==> src/rtl/bqt_pkg.sv <==
// Shared types, constants and helpers for the binary image quadtree encoder.
// Used by bqt_ctrl, bqt_datapath and binary_image_quadtree_encoder.
`timescale 1ns / 1ps

package bqt_pkg;

  localparam int MAX_SIDE   = 8;
  localparam int DIM_W      = 4;
  localparam int CFG_IDX_W  = 2;
  localparam int COUNT_W    = 6;
  localparam int DEPTH_W    = 2;
  localparam int PATH_W     = 6;
  localparam int COORD_W    = 3;
  localparam int NUM_WORDS  = 16;  // 2x2 quads of the 8x8 store, Morton order
  localparam int WADDR_W    = 4;

  localparam logic [CFG_IDX_W-1:0] CFG_IMAGE_ROWS = 2'd0;
  localparam logic [CFG_IDX_W-1:0] CFG_IMAGE_COLS = 2'd1;

  localparam logic KIND_SUMMARY = 1'b0;
  localparam logic KIND_BLOCK   = 1'b1;

  localparam logic [DIM_W-1:0] DIM_RESET = DIM_W'(MAX_SIDE);

  typedef struct packed {
    logic load;        // take the pixel on the input port
    logic sweep_init;  // reset the quadrant flag sweep
    logic sweep_step;  // fold one quad into the quadrant flags
    logic walk_init;   // put the cursor on the root
    logic walk_step;   // visit one node
    logic emit_on;     // blocks found in this walk go out
    logic summary;     // send the count item
  } bqt_cmd_t;

  typedef struct packed {
    logic pix_last;    // next pixel completes the image
    logic sweep_last;  // sweep is on its final quad
    logic walk_last;   // this visit ends the walk
    logic none_found;  // image has no all-ones block
  } bqt_status_t;

  // Clamp a dimension register to 1..MAX_SIDE.
  function automatic logic [DIM_W-1:0] eff_dim(input logic [DIM_W-1:0] v);
    logic [DIM_W-1:0] d;
    d = v;
    if (v == '0) d = DIM_W'(1);
    else if (v > DIM_W'(MAX_SIDE)) d = DIM_W'(MAX_SIDE);
    return d;
  endfunction

endpackage

==> src/rtl/bqt_ctrl.sv <==
// Sequencer for the quadtree encoder: load, flag sweep, count walk, summary, emit walk.
// Depends on bqt_pkg for the command and status structs.
`timescale 1ns / 1ps

module bqt_ctrl import bqt_pkg::*; (
  input  logic        clk,
  input  logic        rst_n,
  input  logic        start,
  input  bqt_status_t status,
  output bqt_cmd_t    cmd,
  output logic        busy
);

  typedef enum logic [2:0] {
    S_LOAD, S_SWEEP, S_COUNT, S_SUMMARY, S_EMIT
  } state_t;

  state_t state_r, state_nxt;

  always_comb begin
    state_nxt = state_r;
    cmd       = '0;
    case (state_r)
      S_LOAD: begin
        cmd.load = start;
        if (start && status.pix_last) begin
          cmd.sweep_init = 1'b1;
          state_nxt      = S_SWEEP;
        end
      end
      S_SWEEP: begin
        cmd.sweep_step = 1'b1;
        if (status.sweep_last) begin
          cmd.walk_init = 1'b1;
          state_nxt     = S_COUNT;
        end
      end
      S_COUNT: begin
        cmd.walk_step = 1'b1;
        if (status.walk_last) state_nxt = S_SUMMARY;
      end
      S_SUMMARY: begin
        cmd.summary   = 1'b1;
        cmd.walk_init = 1'b1;
        state_nxt     = status.none_found ? S_LOAD : S_EMIT;
      end
      S_EMIT: begin
        cmd.walk_step = 1'b1;
        cmd.emit_on   = 1'b1;
        if (status.walk_last) state_nxt = S_LOAD;
      end
      default: state_nxt = S_LOAD;
    endcase
  end

  assign busy = (state_r != S_LOAD);

  always_ff @(posedge clk) begin
    if (!rst_n) begin
      state_r <= S_LOAD;
    end else begin
      state_r <= state_nxt;
    end
  end

endmodule

==> src/rtl/bqt_datapath.sv <==
// Datapath of the quadtree encoder: pixel store, dimension registers, quadrant
// flags, walk cursor and result registers. Depends on bqt_pkg.
`timescale 1ns / 1ps

module bqt_datapath import bqt_pkg::*; (
  input  logic                 clk,
  input  logic                 rst_n,
  input  bqt_cmd_t             cmd,
  output bqt_status_t          status,
  input  logic                 pixel,
  input  logic                 cfg_we,
  input  logic [CFG_IDX_W-1:0] cfg_index,
  input  logic [DIM_W-1:0]     cfg_data,
  output logic                 out_valid,
  output logic                 out_item_kind,
  output logic [COUNT_W-1:0]   out_block_count,
  output logic [DEPTH_W-1:0]   out_block_depth,
  output logic [PATH_W-1:0]    out_block_path,
  output logic                 out_last_result
);

  logic [DIM_W-1:0]   rows_r, cols_r;
  logic [DIM_W-1:0]   rows_eff, cols_eff, big;
  logic [COORD_W-1:0] row_r, col_r;
  logic               row_end, col_end;
  logic [3:0]         store_r [NUM_WORDS];
  logic [WADDR_W-1:0] wr_addr;

  logic [WADDR_W-1:0] sweep_cnt_r;
  logic [3:0]         q_all1_r, q_any1_r;

  logic [1:0]         lvl_r, lvl_nxt, offset;
  logic [3:1][1:0]    dig_r, dig_nxt;
  logic [COUNT_W-1:0] ones_r, emit_k_r;

  logic [WADDR_W-1:0] rd_addr;
  logic [3:0]         word;
  logic               all1, zero, uniform, carry;
  logic [PATH_W-1:0]  path;

  assign rows_eff = eff_dim(rows_r);
  assign cols_eff = eff_dim(cols_r);
  assign big      = (rows_eff > cols_eff) ? rows_eff : cols_eff;
  // Root sits this many levels below the full 8x8 store.
  assign offset   = (big <= DIM_W'(2)) ? 2'd2 : (big <= DIM_W'(4)) ? 2'd1 : 2'd0;

  assign col_end  = ({1'b0, col_r} == cols_eff - DIM_W'(1));
  assign row_end  = ({1'b0, row_r} == rows_eff - DIM_W'(1));
  assign wr_addr  = {row_r[2], col_r[2], row_r[1], col_r[1]};

  // Read one quad; bits outside the image read as zero.
  assign rd_addr = cmd.sweep_step ? sweep_cnt_r : {dig_r[1], dig_r[2]};
  always_comb begin
    for (int b = 0; b < 4; b++) begin
      word[b] = store_r[rd_addr][b]
        & ({1'b0, rd_addr[3], rd_addr[1], b[1]} < rows_eff)
        & ({1'b0, rd_addr[2], rd_addr[0], b[0]} < cols_eff);
    end
  end

  // Node classification at the cursor.
  always_comb begin
    case (lvl_r)
      2'd0: begin
        all1 = &q_all1_r;
        zero = ~|q_any1_r;
      end
      2'd1: begin
        all1 = q_all1_r[dig_r[1]];
        zero = ~q_any1_r[dig_r[1]];
      end
      2'd2: begin
        all1 = &word;
        zero = ~|word;
      end
      default: begin
        all1 = word[dig_r[3]];
        zero = ~word[dig_r[3]];
      end
    endcase
    uniform = all1 | zero;
  end

  // Preorder advance: descend into a mixed node, else step to the next sibling,
  // climbing while the digit wraps. Climbing past the root ends the walk.
  always_comb begin
    dig_nxt = dig_r;
    lvl_nxt = lvl_r;
    carry   = 1'b0;
    if (!uniform) begin
      lvl_nxt = lvl_r + 2'd1;
      for (int j = 1; j <= 3; j++) begin
        if (j == int'(lvl_r) + 1) dig_nxt[j] = 2'd0;
      end
    end else begin
      carry = 1'b1;
      for (int j = 3; j >= 1; j--) begin
        if (carry && (j <= int'(lvl_r)) && (j > int'(offset))) begin
          if (dig_r[j] == 2'd3) begin
            dig_nxt[j] = 2'd0;
          end else begin
            dig_nxt[j] = dig_r[j] + 2'd1;
            lvl_nxt    = 2'(j);
            carry      = 1'b0;
          end
        end
      end
    end
  end

  always_comb begin
    case (lvl_r)
      2'd0:    path = '0;
      2'd1:    path = {4'b0, dig_r[1]};
      2'd2:    path = {2'b0, dig_r[1], dig_r[2]};
      default: path = {dig_r[1], dig_r[2], dig_r[3]};
    endcase
  end

  assign status.pix_last   = row_end && col_end;
  assign status.sweep_last = (sweep_cnt_r == WADDR_W'(NUM_WORDS - 1));
  assign status.walk_last  = carry;
  assign status.none_found = (ones_r == '0);

  // Store: written only inside the image, so no clearing is needed.
  always_ff @(posedge clk) begin
    if (cmd.load) store_r[wr_addr][{row_r[0], col_r[0]}] <= pixel;
  end

  always_ff @(posedge clk) begin
    if (!rst_n) begin
      rows_r <= DIM_RESET;
      cols_r <= DIM_RESET;
      row_r  <= '0;
      col_r  <= '0;
    end else begin
      if (cfg_we) begin
        if (cfg_index == CFG_IMAGE_ROWS) rows_r <= cfg_data;
        if (cfg_index == CFG_IMAGE_COLS) cols_r <= cfg_data;
        // drop any partly loaded image on a known register
        if (cfg_index == CFG_IMAGE_ROWS || cfg_index == CFG_IMAGE_COLS) begin
          row_r <= '0;
          col_r <= '0;
        end
      end else if (cmd.load) begin
        if (col_end) begin
          col_r <= '0;
          row_r <= row_end ? '0 : row_r + COORD_W'(1);
        end else begin
          col_r <= col_r + COORD_W'(1);
        end
      end
    end
  end

  always_ff @(posedge clk) begin
    if (!rst_n) begin
      sweep_cnt_r <= '0;
      q_all1_r    <= '1;
      q_any1_r    <= '0;
      lvl_r       <= '0;
      dig_r       <= '0;
      ones_r      <= '0;
      emit_k_r    <= '0;
      out_valid   <= 1'b0;
    end else begin
      out_valid <= cmd.summary | (cmd.walk_step & cmd.emit_on & all1);
      if (cmd.sweep_init) begin
        sweep_cnt_r <= '0;
        q_all1_r    <= '1;
        q_any1_r    <= '0;
        ones_r      <= '0;
      end
      if (cmd.sweep_step) begin
        sweep_cnt_r <= sweep_cnt_r + WADDR_W'(1);
        q_all1_r[sweep_cnt_r[3:2]] <= q_all1_r[sweep_cnt_r[3:2]] & (&word);
        q_any1_r[sweep_cnt_r[3:2]] <= q_any1_r[sweep_cnt_r[3:2]] | (|word);
      end
      if (cmd.walk_init) begin
        lvl_r <= offset;
        dig_r <= '0;
      end
      if (cmd.summary) begin
        emit_k_r        <= '0;
        out_item_kind   <= KIND_SUMMARY;
        out_block_count <= ones_r;
        out_block_depth <= '0;
        out_block_path  <= '0;
        out_last_result <= (ones_r == '0);
      end
      if (cmd.walk_step) begin
        lvl_r <= lvl_nxt;
        dig_r <= dig_nxt;
        if (all1) begin
          if (cmd.emit_on) begin
            emit_k_r        <= emit_k_r + COUNT_W'(1);
            out_item_kind   <= KIND_BLOCK;
            out_block_count <= '0;
            out_block_depth <= lvl_r - offset;
            out_block_path  <= path;
            out_last_result <= (emit_k_r == ones_r - COUNT_W'(1));
          end else begin
            ones_r <= ones_r + COUNT_W'(1);
          end
        end
      end
    end
  end

endmodule

==> src/rtl/binary_image_quadtree_encoder.sv <==
// Top level of the binary image quadtree encoder: controller plus datapath.
// Depends on bqt_pkg, bqt_ctrl and bqt_datapath.
`timescale 1ns / 1ps
//
//  channel   ports                                   transaction when
//  --------  --------------------------------------  ---------------------------
//  pixel in  start, busy, in_pixel                   start high, busy low
//  result    out_valid, out_item_kind, out_block_*,  out_valid high (one cycle)
//            out_last_result
//  config    cfg_valid, cfg_ready, cfg_index,        cfg_valid and cfg_ready high
//            cfg_data
//
// Pixels are taken one per cycle while busy is low. The final pixel of an image
// starts a sweep over the 16 quads of the store that builds the quadrant flags,
// then two preorder walks of N nodes each (N is at most 85 for an 8x8 store), one
// visit per cycle: a counting walk, the count item, and the emitting walk. The
// emitting walk is skipped when the image has no all-ones block.
// Synchronous active-low reset sets both dimensions to 8 and restarts loading;
// the store needs no clearing, since cells outside the image are masked on read.
// The receiver cannot stall: each result is shown for exactly one cycle.
// cfg_ready is always high; write configuration only while busy is low.

module binary_image_quadtree_encoder import bqt_pkg::*; (
  input  logic                 clk,
  input  logic                 rst_n,
  input  logic                 start,
  output logic                 busy,
  input  logic                 in_pixel,
  output logic                 out_valid,
  output logic                 out_item_kind,
  output logic [COUNT_W-1:0]   out_block_count,
  output logic [DEPTH_W-1:0]   out_block_depth,
  output logic [PATH_W-1:0]    out_block_path,
  output logic                 out_last_result,
  input  logic                 cfg_valid,
  output logic                 cfg_ready,
  input  logic [CFG_IDX_W-1:0] cfg_index,
  input  logic [DIM_W-1:0]     cfg_data
);

  bqt_cmd_t    cmd;
  bqt_status_t status;

  // Registers accept every write; the sequencer never blocks this port.
  assign cfg_ready = 1'b1;

  bqt_ctrl u_ctrl (
    .clk    (clk),
    .rst_n  (rst_n),
    .start  (start),
    .status (status),
    .cmd    (cmd),
    .busy   (busy)
  );

  bqt_datapath u_datapath (
    .clk             (clk),
    .rst_n           (rst_n),
    .cmd             (cmd),
    .status          (status),
    .pixel           (in_pixel),
    .cfg_we          (cfg_valid & cfg_ready),
    .cfg_index       (cfg_index),
    .cfg_data        (cfg_data),
    .out_valid       (out_valid),
    .out_item_kind   (out_item_kind),
    .out_block_count (out_block_count),
    .out_block_depth (out_block_depth),
    .out_block_path  (out_block_path),
    .out_last_result (out_last_result)
  );

endmodule
==> config.mk <==
export PLATFORM = sky130hd
export DESIGN_NAME = binary_image_quadtree_encoder
export DESIGN_NICKNAME = d
export VERILOG_FILES = /design/src/rtl/bqt_pkg.sv /design/src/rtl/bqt_ctrl.sv /design/src/rtl/bqt_datapath.sv /design/src/rtl/binary_image_quadtree_encoder.sv
export SDC_FILE = /design/constraint.sdc
export NUM_CORES = 1
export LEC_CHECK = 0
export BUFFER_PORTS_ARGS = -buffer_cell sky130_fd_sc_hd__buf_2
export CELL_PAD_IN_SITES_DETAIL_PLACEMENT = 2
export CELL_PAD_IN_SITES_GLOBAL_PLACEMENT = 2
export CORE_UTILIZATION = 44
export CTS_BUF_LIST = sky130_fd_sc_hd__clkbuf_2
export CTS_CLUSTER_DIAMETER = 40
export DETAILED_ROUTE_END_ITERATION = 10
export PLACE_DENSITY = 0.9
export SYNTH_ARGS = -nofsm -noshare
export SYNTH_HDL_FRONTEND = slang
export SYNTH_HIERARCHICAL = 1
export SYNTH_SLANG_ARGS = --single-unit
==> constraint.sdc <==
create_clock -name clk -period 9.5 [get_ports clk]
set_clock_uncertainty 0.1 [all_clocks]
set_input_delay 0 -clock clk [delete_from_list [all_inputs] [get_ports clk]]
set_output_delay 0 -clock clk [all_outputs]
set_load 0.05 [all_outputs]
# Word-level counts from Yosys, hierarchy flattened
# Memories as Yosys holds them, arrays and structs flattened.
# Cells that the tools add are included.
[word_totals]
in_bits = 11
n_memories = 1
word_cells = 253
ramBits = 64
out_inout_bits = 19
regBits = 66
[classes]
n_lt_le_gt_ge = 21
n_addsub = 14
bitwise_logic = 16
n_mux = 117
reduce_logical = 36
n_eq_ne = 28
[mem_list]
columns = ["memory", "depth", "width", "read_ports", "rd_ports_with_merged_regs", "write_ports", "line", "rtl"]
rows = [
  ["u_datapath.store_r", 16, 4, 1, 0, 1, "bqt_datapath.sv:26", "logic [3:0] store_r [NUM_WORDS];"],
]
[op_table]
columns = ["op", "n"]
rows = [
  ["$mux 6", 19],
  ["$eq 3x32->1 const A", 2],
  ["$mux 4", 15],
  ["$mux 2", 24],
  ["$mux 3", 13],
  ["$eq 2x32->1 const A", 1],
  ["$mux 1", 32],
  ["$ne 3x3->1 const B", 6],
  ["$pmux 6 s3", 1],
  ["$lt 3x4->1", 4],
  ["$pmux 3 s5", 1],
  ["$add 6x1->6 const B", 2],
  ["$lt 2x3->1 const B", 4],
  ["$reduce_and 3->1", 4],
  ["$reduce_and 4->1", 3],
  ["$and 1x1->1", 11],
  ["$bmux 1 s2", 5],
  ["$logic_and 1x1->1", 9],
  ["$add 2x1->2 const B", 4],
  ["$bwmux 4", 2],
  ["$eq 2x2->1 const B", 4],
  ["$eq 3x4->1", 2],
  ["$gt 4x4->1 const B", 2],
  ["$logic_not 4->1", 2],
  ["37 further kinds", 60],
]

# Logic depth before layout (Yosys ltp)
# Gate-level depths: netlist (run 1).
[logic_depth]
word_depth = 22
mapped_depth = 21
mapped_depth_nobuf = 17

# By module
# The synthesis (run 1) kept the hierarchy.
[by_module_without_submodules]
columns = ["module", "area_per_inst_um2", "cells_each", "seq_area_each_um2", "n_inst"]
rows = [
  ["bqt_datapath", 7729.9, 829, 3343.2, 1],
  ["bqt_ctrl", 224.0, 30, 60.1, 1],
  ["binary_image_quadtree_encoder", 11.3, 2, 0.0, 1],
]

# Worst setup path before layout (run 1)
# No wires, ideal clock.
[synth_timing]
path_kind = "reg2reg"
start = "register u_ctrl.state_r[0]"
end = "register u_datapath.out_block_path[1] (data pin)"
setup_time_ns = 0.255
period_less_slack_ns = 3.760
slack_ns = 5.740
required_time_ns = 9.145
path_buffers = 4
stages_incl_launch_ff = 15
t_arrival_ns = 3.404
cell_sequence = "dfxtp_1 -> buf_2 -> nand2b_1 -> nor2_1 -> buf_4 -> mux2_2 -> ha_1 -> a21oi_1 -> o21ai_0 -> or4b_4 -> o31ai_4 -> nand4_1 -> buf_4 -> buf_6 -> a31o_1"
[synth_rtl]
columns = ["item", "line", "rtl"]
rows = [
  ["from (decl)", "bqt_ctrl.sv:18", "state_t state_r, state_nxt;"],
  ["from (signal assigned)", "bqt_ctrl.sv:62", "state_r <= state_nxt;"],
  ["to (signal assigned)", "bqt_datapath.sv:200", "out_block_path <= path;"],
  ["to (decl)", "bqt_datapath.sv:18", "output logic [PATH_W-1:0] out_block_path,"],
]

==> flow_metrics.tcl, run 1 <==
set metrics [dict create \
    outcome "completed" \
    path_class "reg2reg" \
    yosysTopAreaCellShare_pct 30.2 \
    wirelength_um 32300 \
    holdWs_ns 0.183 \
    die_width_um 137 \
    core_mm2 0.0175 \
    p_sw_share_pct 32.1 \
    endpoint_kind "flop" \
    ys_seq_area_share_pct 42.7 \
    post_cts_buffers 0 \
    rsz0062_at_grt "no" \
    path_max_fanout 39 \
    finalCriticalPeriod_ns 5.25 \
    first_global_vias 7989 \
    vias 7206 \
    viasPerCell 6.44 \
    combPwrFrac_pct 8.2 \
    tns_ns 0 \
    grt_pass1_wl_um 49200 \
    crit_arrival_ns 5.80 \
    power_switching_w 0.000338 \
    syn_inst 861 \
    htreeDepth 4 \
    leakagePower_nw 3.03 \
    hpwl_um 20600 \
    peakVddDrop_uv 98.4 \
    max-slew-margin-rel_pct 22.8 \
    hold_buffers 24 \
    avgSynthCellArea_um2 9.25 \
    worstMarginPinSlew_ns 1.16 \
    fmax_mhz 191 \
    clock_latency_ns 0.81 \
    layout_common_cells "nor2_1, edfxtp_1, nand2_1, dfxtp_1, nor2b_1" \
    pwr-share-clk_pct 33.6 \
    cpMostUsedCell "a21oi_1" \
    root_buffer "clkbuf_2" \
    hold_path.class "in2reg" \
    drive_gt1_share_pct 11.6 \
    synth.distinct_cells 90 \
    cp-startpoint "u_ctrl/state_r[0]" \
    worst_r2r_startpoint "u_ctrl/state_r[0]" \
    clock_path_buffers 2 \
    dieHeight_um 137 \
    antenna_found_initial 1 \
    powerDensity_mw_per_mm2 122 \
    final-hold-violation-count 0 \
    synth_nets 897 \
    gp_congestion 0.899 \
    synth-seq-cells 130 \
    async_reset_ff_share_pct 0 \
    final_cell_area_mm2 0.00861 \
    cts.sink_count 130 \
    path_clk_slew_ns 0.25 \
    critPathSlowestCell "nand4_1" \
    dpl_cell_area_mm2 0.00814 \
    syn2layout_area_growth_pct 8.11 \
    io_buffers 28 \
    drv_cap 0 \
    finish.utilization_pct 49.3 \
    pin_count 30 \
    routedWlPerCell_um 28.9 \
    layout_commonest_cell "nor2_1" \
    critPathBufInv 2 \
    cts_resized 0 \
    internal-power_w 0.000715 \
    die-area_mm2 0.0186 \
    synth_top_cell_by_area "edfxtp_1" \
    grt_max_degree 65 \
    setup-violations-final 0 \
    drt_pass1_iterations 5 \
    fin_crit_sh_pct 55.2 \
    cts_made_buffers 17 \
    required_ns 10.05 \
    gr-total-overflow 0 \
    seqPwrFrac_pct 58.2 \
    min_from "cfg_valid" \
    track_usage_pct 36.5 \
    slew_violations 0 \
    yosysWarnings 6 \
    start_kind "flop" \
    crit_path_cell_trace "nand2b_1 > nor2_2 > buf_4 > mux2i_4 > inv_6 > ha_1 > a21oi_1 > o2bb2ai_1 > a21oi_1 > nand3_1 > a221oi_4 > nand4_1 > nor3b_1 > a31o_1" \
    ys.flop_type "edfxtp_1" \
    syn_area_mm2 0.00797 \
    final_antenna_net_count 0 \
    drc 0 \
    synth_edf_count 80 \
    cts_tree "yes" \
    path_delay_family "simple AND/OR/NAND/NOR gates" \
    rows 48 \
    synth_area_leaders "edfxtp_1, dfxtp_1, nor2_1" \
    drtIter0Drc 588 \
    fin_nets 916 \
    cp_slowest_stage_delay_ns 0.78 \
    start_util_pct 45.6 \
]
sequential cells by signal, indices dropped and copies added (netlist names):
name                        count
u_datapath/col_r                3
u_datapath/ones_r               6
u_datapath/sweep_cnt_r          4
u_datapath/dig_r                6
u_datapath/q_all1_r             4
u_datapath/out_block_depth      2
u_datapath/emit_k_r             6
u_ctrl/state_r                  3
u_datapath/out_block_path       6
u_datapath/out_item_kind        1
u_datapath/row_r                3
u_datapath/cols_r               4
u_datapath/out_block_count      6
u_datapath/rows_r               4
u_datapath/out_last_result      1
u_datapath/lvl_r                2
u_datapath/out_valid            1
u_datapath/store_r             64
u_datapath/q_any1_r             4
synthesized netlist by cell type (14+ instances only):
library cell	count
a21oi_1	44
clkbuf_1	35
dfxtp_1	50
edfxtp_1	80
ha_1	25
inv_1	26
mux2i_1	18
nand2_1	72
nand2b_1	16
nand3_1	23
nor2_1	118
nor2b_1	49
nor3_1	14
o21ai_0	43
xnor2_1	14
power groups by stage:
stage	clock network [W]	logic (W)	registers, W
after floorplan	0	0.0000389	0.000634
after detailed placement	0	0.0000740	0.000624
after global placement	0	0.0000678	0.000623
after global routing	0.000384	0.0000909	0.000613
final	0.000354	0.0000868	0.000612
after CTS	0.000346	0.0000815	0.000612
tightest hold or removal path: stages:
cell and delay [ns]:
dlygate4sd3_1 0.53, buf_2 0.18, o21ai_0 0.14, nand2_1 0.15
nor2_1 0.07
per-stage QoR:
| step | setup WS [ns] | power, W | cells |
|---|---|---|---|
| 2_1_floorplan | 5.74 | 0.000672 | 861 |
| 3_3_place_gp | 4.95 | 0.000690 | 1062 |
| 3_5_place_dp | 4.56 | 0.000698 | 1062 |
| 4_1_cts | 4.38 | 0.00104 | 1118 |
| 5_1_grt | 3.88 | 0.00109 | 1119 |
| 6_report | 4.25 | 0.00105 | 1119 |
final timing paths:
kind	end	slack, ns	cells after the start
hold / removal	u_datapath/row_r[0]	0.18	5
setup reg to reg	u_datapath/out_block_path[1]	4.25	14
setup / recovery	u_datapath/out_block_path[1]	4.25	14
hold reg to reg	u_datapath/emit_k_r[5]	0.43	1
layout make-up:
type	count	area [um^2]
fillers	1855	8870
multi-input cells	645	4160
flip-flops and latches	130	3400
repair buffers	58	425
well taps	225	282
clock inverters	15	140
inverters	28	110
clock buffers	17	85.1
diodes	1	2.50
kinds of logic after synthesis:
kind of cell               count (synthesis)  synth area share (%)
adders and majority gates                 25                  3.93
AOI/OAI and AO/OA                        202                  17.5
and+or+nand+nor                          367                  23.3
other                                      1                0.0471
xor gates and xnor gates                  19                  2.09
muxes                                     31                  5.37
DFF                                      130                  42.7
buffers and inverters                     86                  5.04
routing by layer:
layer  vias to the layer above  routed length [um]  share of wire, %  global-route usage, %
met3                       106                1770               5.5                   7.00
met1                      3675               12000                37                   39.5
met4                         0                1640               5.1                   19.9
met5                         -                   0                 0                      0
li1                       3132                   -                 -                      -
met2                       293               16900                52                   66.5
Power figures use the tool's default switching activity.
==> inputs of run 2 (changes only) <==
Settings changed: ABC_AREA from default to 1, CORE_UTILIZATION 44 to 38, PLACE_DENSITY 0.9 to 0.85.
Clock period 9.5 ns to 5.3 ns, I/O delays scaled along.
==> flow_metrics.tcl, run 2 <==
set metrics [dict create \
    die-area_mm2 0.0203 \
    start_kind "flop" \
    drt_pass1_iterations 4 \
    synth_top_cell_by_area "edfxtp_1" \
    path_clk_slew_ns 0.24 \
    diodes 0 \
    fin_crit_sh_pct 90.1 \
    required_ns 5.82 \
    wirelength_um 27200 \
    avgSynthCellArea_um2 7.70 \
    async_reset_ff_share_pct 0 \
    ys_seq_area_share_pct 45.4 \
    final-hold-violation-count 0 \
    post_cts_buffers 0 \
    antenna_found_initial 0 \
    yosysMostFrequentCell "nand2_1" \
    layout_commonest_cell "nand2_1" \
    critical_path.endpoint "u_ctrl/state_r[1]" \
    track_usage_pct 27.9 \
    max-slew-margin-rel_pct 28.5 \
    finalCriticalPeriod_ns 4.78 \
    yosysTopAreaCellShare_pct 32.0 \
    drive_gt1_share_pct 9.29 \
    root_buffer "clkbuf_2" \
    final_antenna_net_count 0 \
    htreeDepth 4 \
    holdWs_ns 0.153 \
    cts_made_buffers 17 \
    first_global_vias 7600 \
    cts.sink_count 130 \
    rsz0062_at_grt "no" \
    grt_max_degree 65 \
    drv_cap 0 \
    routedWlPerCell_um 21.0 \
    nFillCells 2284 \
    viasPerCell 5.46 \
    fin_nets 1056 \
    setup-violations-final 0 \
    drtIter0Drc 394 \
    r2r-end "u_ctrl/state_r[1]" \
    synth_area_leaders "edfxtp_1, dfxtp_1, nand2_1" \
    die_width_um 143 \
    worst_r2r_startpoint "u_ctrl/state_r[0]" \
    syn_area_mm2 0.00750 \
    start_util_pct 38.7 \
    cp-startpoint "u_ctrl/state_r[0]" \
    yosysWarnings 6 \
    dieHeight_um 143 \
    synth_edf_count 80 \
    regToRegSetupSlack_ns 0.52 \
    outcome "completed" \
    leakagePower_nw 3.40 \
    io_buffers 28 \
    cts_tree "yes" \
    crit_arrival_ns 5.30 \
    clock_latency_ns 0.75 \
    synth-seq-cells 130 \
    rows 51 \
    ys.flop_type "edfxtp_1" \
    clock_path_buffers 2 \
    syn2layout_area_growth_pct 10.8 \
    grt_pass1_wl_um 42600 \
    hpwl_um 17900 \
    total_power_w 0.00381 \
    slew_violations 0 \
    path_class "reg2reg" \
    synth.distinct_cells 47 \
    vias 7090 \
    powerDensity_mw_per_mm2 458 \
    pin_count 30 \
    gr-total-overflow 0 \
    worstMarginPinSlew_ns 1.07 \
    hold_path.class "in2reg" \
    core_mm2 0.0194 \
    layout_common_cells "nand2_1, nor2_1, nand3_1, inv_1, edfxtp_1" \
    reg2reg_depth 25 \
    fmax_mhz 209 \
    syn_inst 974 \
    peakVddDrop_uv 169 \
    drc 0 \
    synth_nets 1010 \
    gp_congestion 0.813 \
    largest_register_ff_count 64 \
    path_max_fanout 32 \
    netlist_top_cells_count "nand2_1, nor2_1, nand3_1" \
    tns_ns 0 \
    endpoint_kind "flop" \
]
run 2: changes by cell type after synthesis, moves of 9 or more:
cell      previous run  this run
nor2b_1             49         0
nand3_1             23       131
nand2b_1            16         0
xnor2_1             14         3
a22oi_1             11         1
clkbuf_1            35        15
nor3b_1             11         2
inv_1               26       104
nor2_1             118       133
mux2i_1             18         1
and2_1              12         0
nand2_1             72       214
run 2: per-stage QoR:
step / instance area [um^2] / cells / util (%) / setup WS [ns]
floorplan: 7500 / 974 / - / 2.13
global placement: 7810 / 1238 / 40.3 / 0.886
detailed placement: 7810 / 1238 / 40.3 / 0.670
CTS: 8310 / 1298 / 42.8 / 0.600
global route: 8310 / 1298 / 42.8 / 0.136
finish: 8310 / 1298 / 42.8 / 0.522
run 2: kinds of logic (layout without fill, tap and decap cells):
group | Yosys count | count (layout) | share of synthesized area (%)
xor+xnor | 16 | 16 | 1.87
mux | 1 | 1 | 0.133
compound gates | 128 | 128 | 9.76
simple gates | 526 | 526 | 30.5
other cells | 1 | 1 | 0.0500
fa+ha+maj | 25 | 25 | 4.17
flops | 130 | 130 | 45.4
buf+inv | 147 | 206 | 8.14
run 2: worst max-delay path, stage by stage, from the launching register on:
cell	delay, ns
dfxtp_1	0.45
inv_2	0.05
nor2_2	0.12
nand2_1	0.08
inv_1	0.42
nand2_1	0.54
nand2_2	0.70
nand2_1	0.18
nand3_1	0.12
nand3_1	0.09
nand3_1	0.12
nand2_1	0.10
nand2_1	0.11
nand2_1	0.06
nor2_1	0.25
nand2_1	0.11
nand2_1	0.12
nor2_2	0.10
nor3_1	0.25
inv_1	0.11
nand3_1	0.09
nand2_1	0.07
nor2_2	0.17
nand2_1	0.08
nand2_1	0.06
nor2_1	0.04
run 2: where the power goes:
group / internal, W / switching (W) / leakage [nW]
Sequential: 0.00117 / 0.000114 / 1.14
Combinational: 0.000522 / 0.00139 / 2.13
Clock: 0.000177 / 0.000436 / 0.130
Total: 0.00187 / 0.00194 / 3.40
run 2: what timing repair did:
item                                   4_1_cts  5_1_grt
setup endpoints to repair                    0        0
hold buffers                                28        0
endpoints found under the hold margin      112        0
resized for setup                            0        0
run 2: worst min-delay path by stage:
stage	to	cells past startpoint	start	slack, ns
2_1_floorplan	u_datapath/store_r[0][0]	0	in_pixel	-0.001
3_3_place_gp	u_datapath/rows_r[1]	3	cfg_data[1]	0.14
3_5_place_dp	u_datapath/rows_r[3]	3	cfg_data[3]	0.15
4_1_cts	u_datapath/rows_r[2]	5	cfg_index[0]	0.02
5_1_grt	u_datapath/rows_r[2]	5	cfg_index[0]	0.10
6_report	u_datapath/rows_r[2]	5	cfg_index[0]	0.15
run 2: metal layers:
layer / up-vias / global-route usage (%) / wire (um)
li1: 3322 / - / -
met1: 3597 / 35.2 / 12100
met2: 136 / 48.8 / 13700
met3: 35 / 4.64 / 924
met4: 0 / 8.04 / 503
met5: - / 0 / 0
run 2: area by class of cell:
class                      instances  area, um^2  area share [%]
clock inverter                    14         128            1.54
multi-input combinational        697        3490            42.0
tap                              265         332            3.99
clock buffer                      18        90.1            1.08
sequential                       130        3400            41.0
timing repair buffer              57         428            5.15
inverter                         117         440            5.30
==> inputs of run 3 (changes only) <==
Settings changed: BUFFER_PORTS_ARGS -buffer_cell sky130_fd_sc_hd__buf_2 to -buffer_cell sky130_fd_sc_hd__buf_4.
==> flow_metrics.tcl, run 3 (same netlist as run 2, synthesis figures left out) <==
set metrics [dict create \
    outcome "completed" \
    min_from "rst_n" \
    stdcell_count 1299 \
    setup-violations-final 0 \
    hold_path_end "u_datapath/q_all1_r[2]" \
    drc 0 \
    final_cell_area_mm2 0.00838 \
    routedWlPerCell_um 21.2 \
    critPathBufInv 3 \
    nFillCells 2296 \
    cts_made_buffers 17 \
    endpoint_kind "flop" \
    gp_congestion 0.844 \
    first_global_vias 7719 \
    rsz0062_at_grt "no" \
    fin_crit_sh_pct 87.1 \
    worstMarginPinSlew_ns 0.995 \
    viasPerCell 5.46 \
    required_ns 5.86 \
    drtIter0Drc 372 \
    cts_resized 0 \
    worst_r2r_startpoint "u_ctrl/state_r[0]" \
    peakVddDrop_uv 177 \
    gr-total-overflow 0 \
    drv_cap 0 \
    path_clk_slew_ns 0.21 \
    pin_count 30 \
    hold_path.class "in2reg" \
    finalCriticalPeriod_ns 4.62 \
    r2r-end "u_ctrl/state_r[1]" \
    core_mm2 0.0194 \
    grt_pass1_wl_um 43100 \
    htreeDepth 4 \
    cp_slowest_stage_delay_ns 0.71 \
    crit_arrival_ns 5.18 \
    fmax_mhz 217 \
    slew_violations 0 \
    total_power_w 0.00378 \
    syn2layout_area_growth_pct 11.7 \
    grt_max_degree 65 \
    dieHeight_um 143 \
    cpMostUsedCell "nand2_1" \
    critPathSlowestCell "nand2_2" \
    antenna_found_initial 1 \
    clock_latency_ns 0.76 \
    finish.utilization_pct 43.2 \
    vias 7095 \
    root_buffer "clkbuf_2" \
    die-area_mm2 0.0203 \
    final-hold-violation-count 0 \
    start_util_pct 38.7 \
    powerDensity_mw_per_mm2 451 \
    track_usage_pct 28.2 \
    wirelength_um 27600 \
    start_kind "flop" \
    reg2reg_depth 25 \
    cts_tree "yes" \
    leakagePower_nw 3.42 \
    fin_nets 1056 \
    final_antenna_net_count 0 \
    drive_gt1_share_pct 9.20 \
    layout_common_cells "nand2_1, nor2_1, nand3_1, inv_1, edfxtp_1" \
    dp.cells 1237 \
    clock_path_buffers 2 \
    max-slew-margin-rel_pct 33.6 \
    tns_ns 0 \
    io_buffers 28 \
    path_class "reg2reg" \
    regToRegSetupSlack_ns 0.68 \
    path_delay_family "simple AND/OR/NAND/NOR gates" \
    cts.sink_count 130 \
    path_max_fanout 32 \
    holdPathStages 3 \
    rows 51 \
    dpl_cell_area_mm2 0.00787 \
    die_width_um 143 \
    drt_pass1_iterations 4 \
    largest_register_ff_count 64 \
    hpwl_um 18200 \
    layout_commonest_cell "nand2_1" \
]
-- run 3: per-stage QoR --
step                hold slack [ns]  setup WS, ns
floorplan                  -0.00113          2.13
global placement              0.133         0.938
detailed placement            0.142         0.696
CTS                          0.0199         0.663
global route                 0.0995         0.255
finish                        0.128         0.682
-- run 3: cell type report --
type | instances | area (um^2) | share of cell area (%)
multi-input cells | 697 | 3490 | 41.6
repair buffers | 57 | 500 | 5.97
clock buffers | 19 | 95.1 | 1.14
well taps | 265 | 332 | 3.96
diodes | 1 | 2.50 | 0.0299
flip-flops and latches | 130 | 3400 | 40.6
clock inverters | 13 | 116 | 1.39
inverters | 117 | 440 | 5.26
-- run 3: worst max path at each step --
stage	to	slack, ns	depth (start not counted)	from
6_report	u_ctrl/state_r[1]	0.68	25	u_ctrl/state_r[0]
5_1_grt	u_datapath/out_block_path[0]	0.25	21	u_ctrl/state_r[0]
4_1_cts	u_ctrl/state_r[1]	0.66	25	u_ctrl/state_r[0]
3_5_place_dp	u_datapath/out_block_path[0]	0.70	21	u_ctrl/state_r[0]
3_3_place_gp	u_datapath/out_block_path[2]	0.94	21	u_ctrl/state_r[0]
2_1_floorplan	u_ctrl/state_r[1]	2.13	28	u_ctrl/state_r[0]
-- run 3: where the power goes --
group,switching (W),internal [W],leakage [nW]
combinational,0.00137,0.000536,2.15
sequential,0.000119,0.00117,1.14
clock,0.000415,0.000173,0.131
total,0.00191,0.00188,3.42
-- run 3: worst min-delay path, stage by stage --
cell and delay (ns):
dlygate4sd3_1 0.54, buf_4 0.29, nand2_1 0.12
-- run 3: metal layers --
metal / track usage (%) / part of all wire, % / vias up
met1: 36.4 / 45 / 3589
met4: 9.39 / 2.3 / 0
met5: 0 / 0 / -
li1: - / - / 3323
met2: 47.8 / 49 / 136
met3: 4.58 / 2.8 / 47
-- run 3: what timing repair did --
item,CTS,global route
setup buffers,0,0
hold endpoints to repair,113,0
hold buffers,29,0
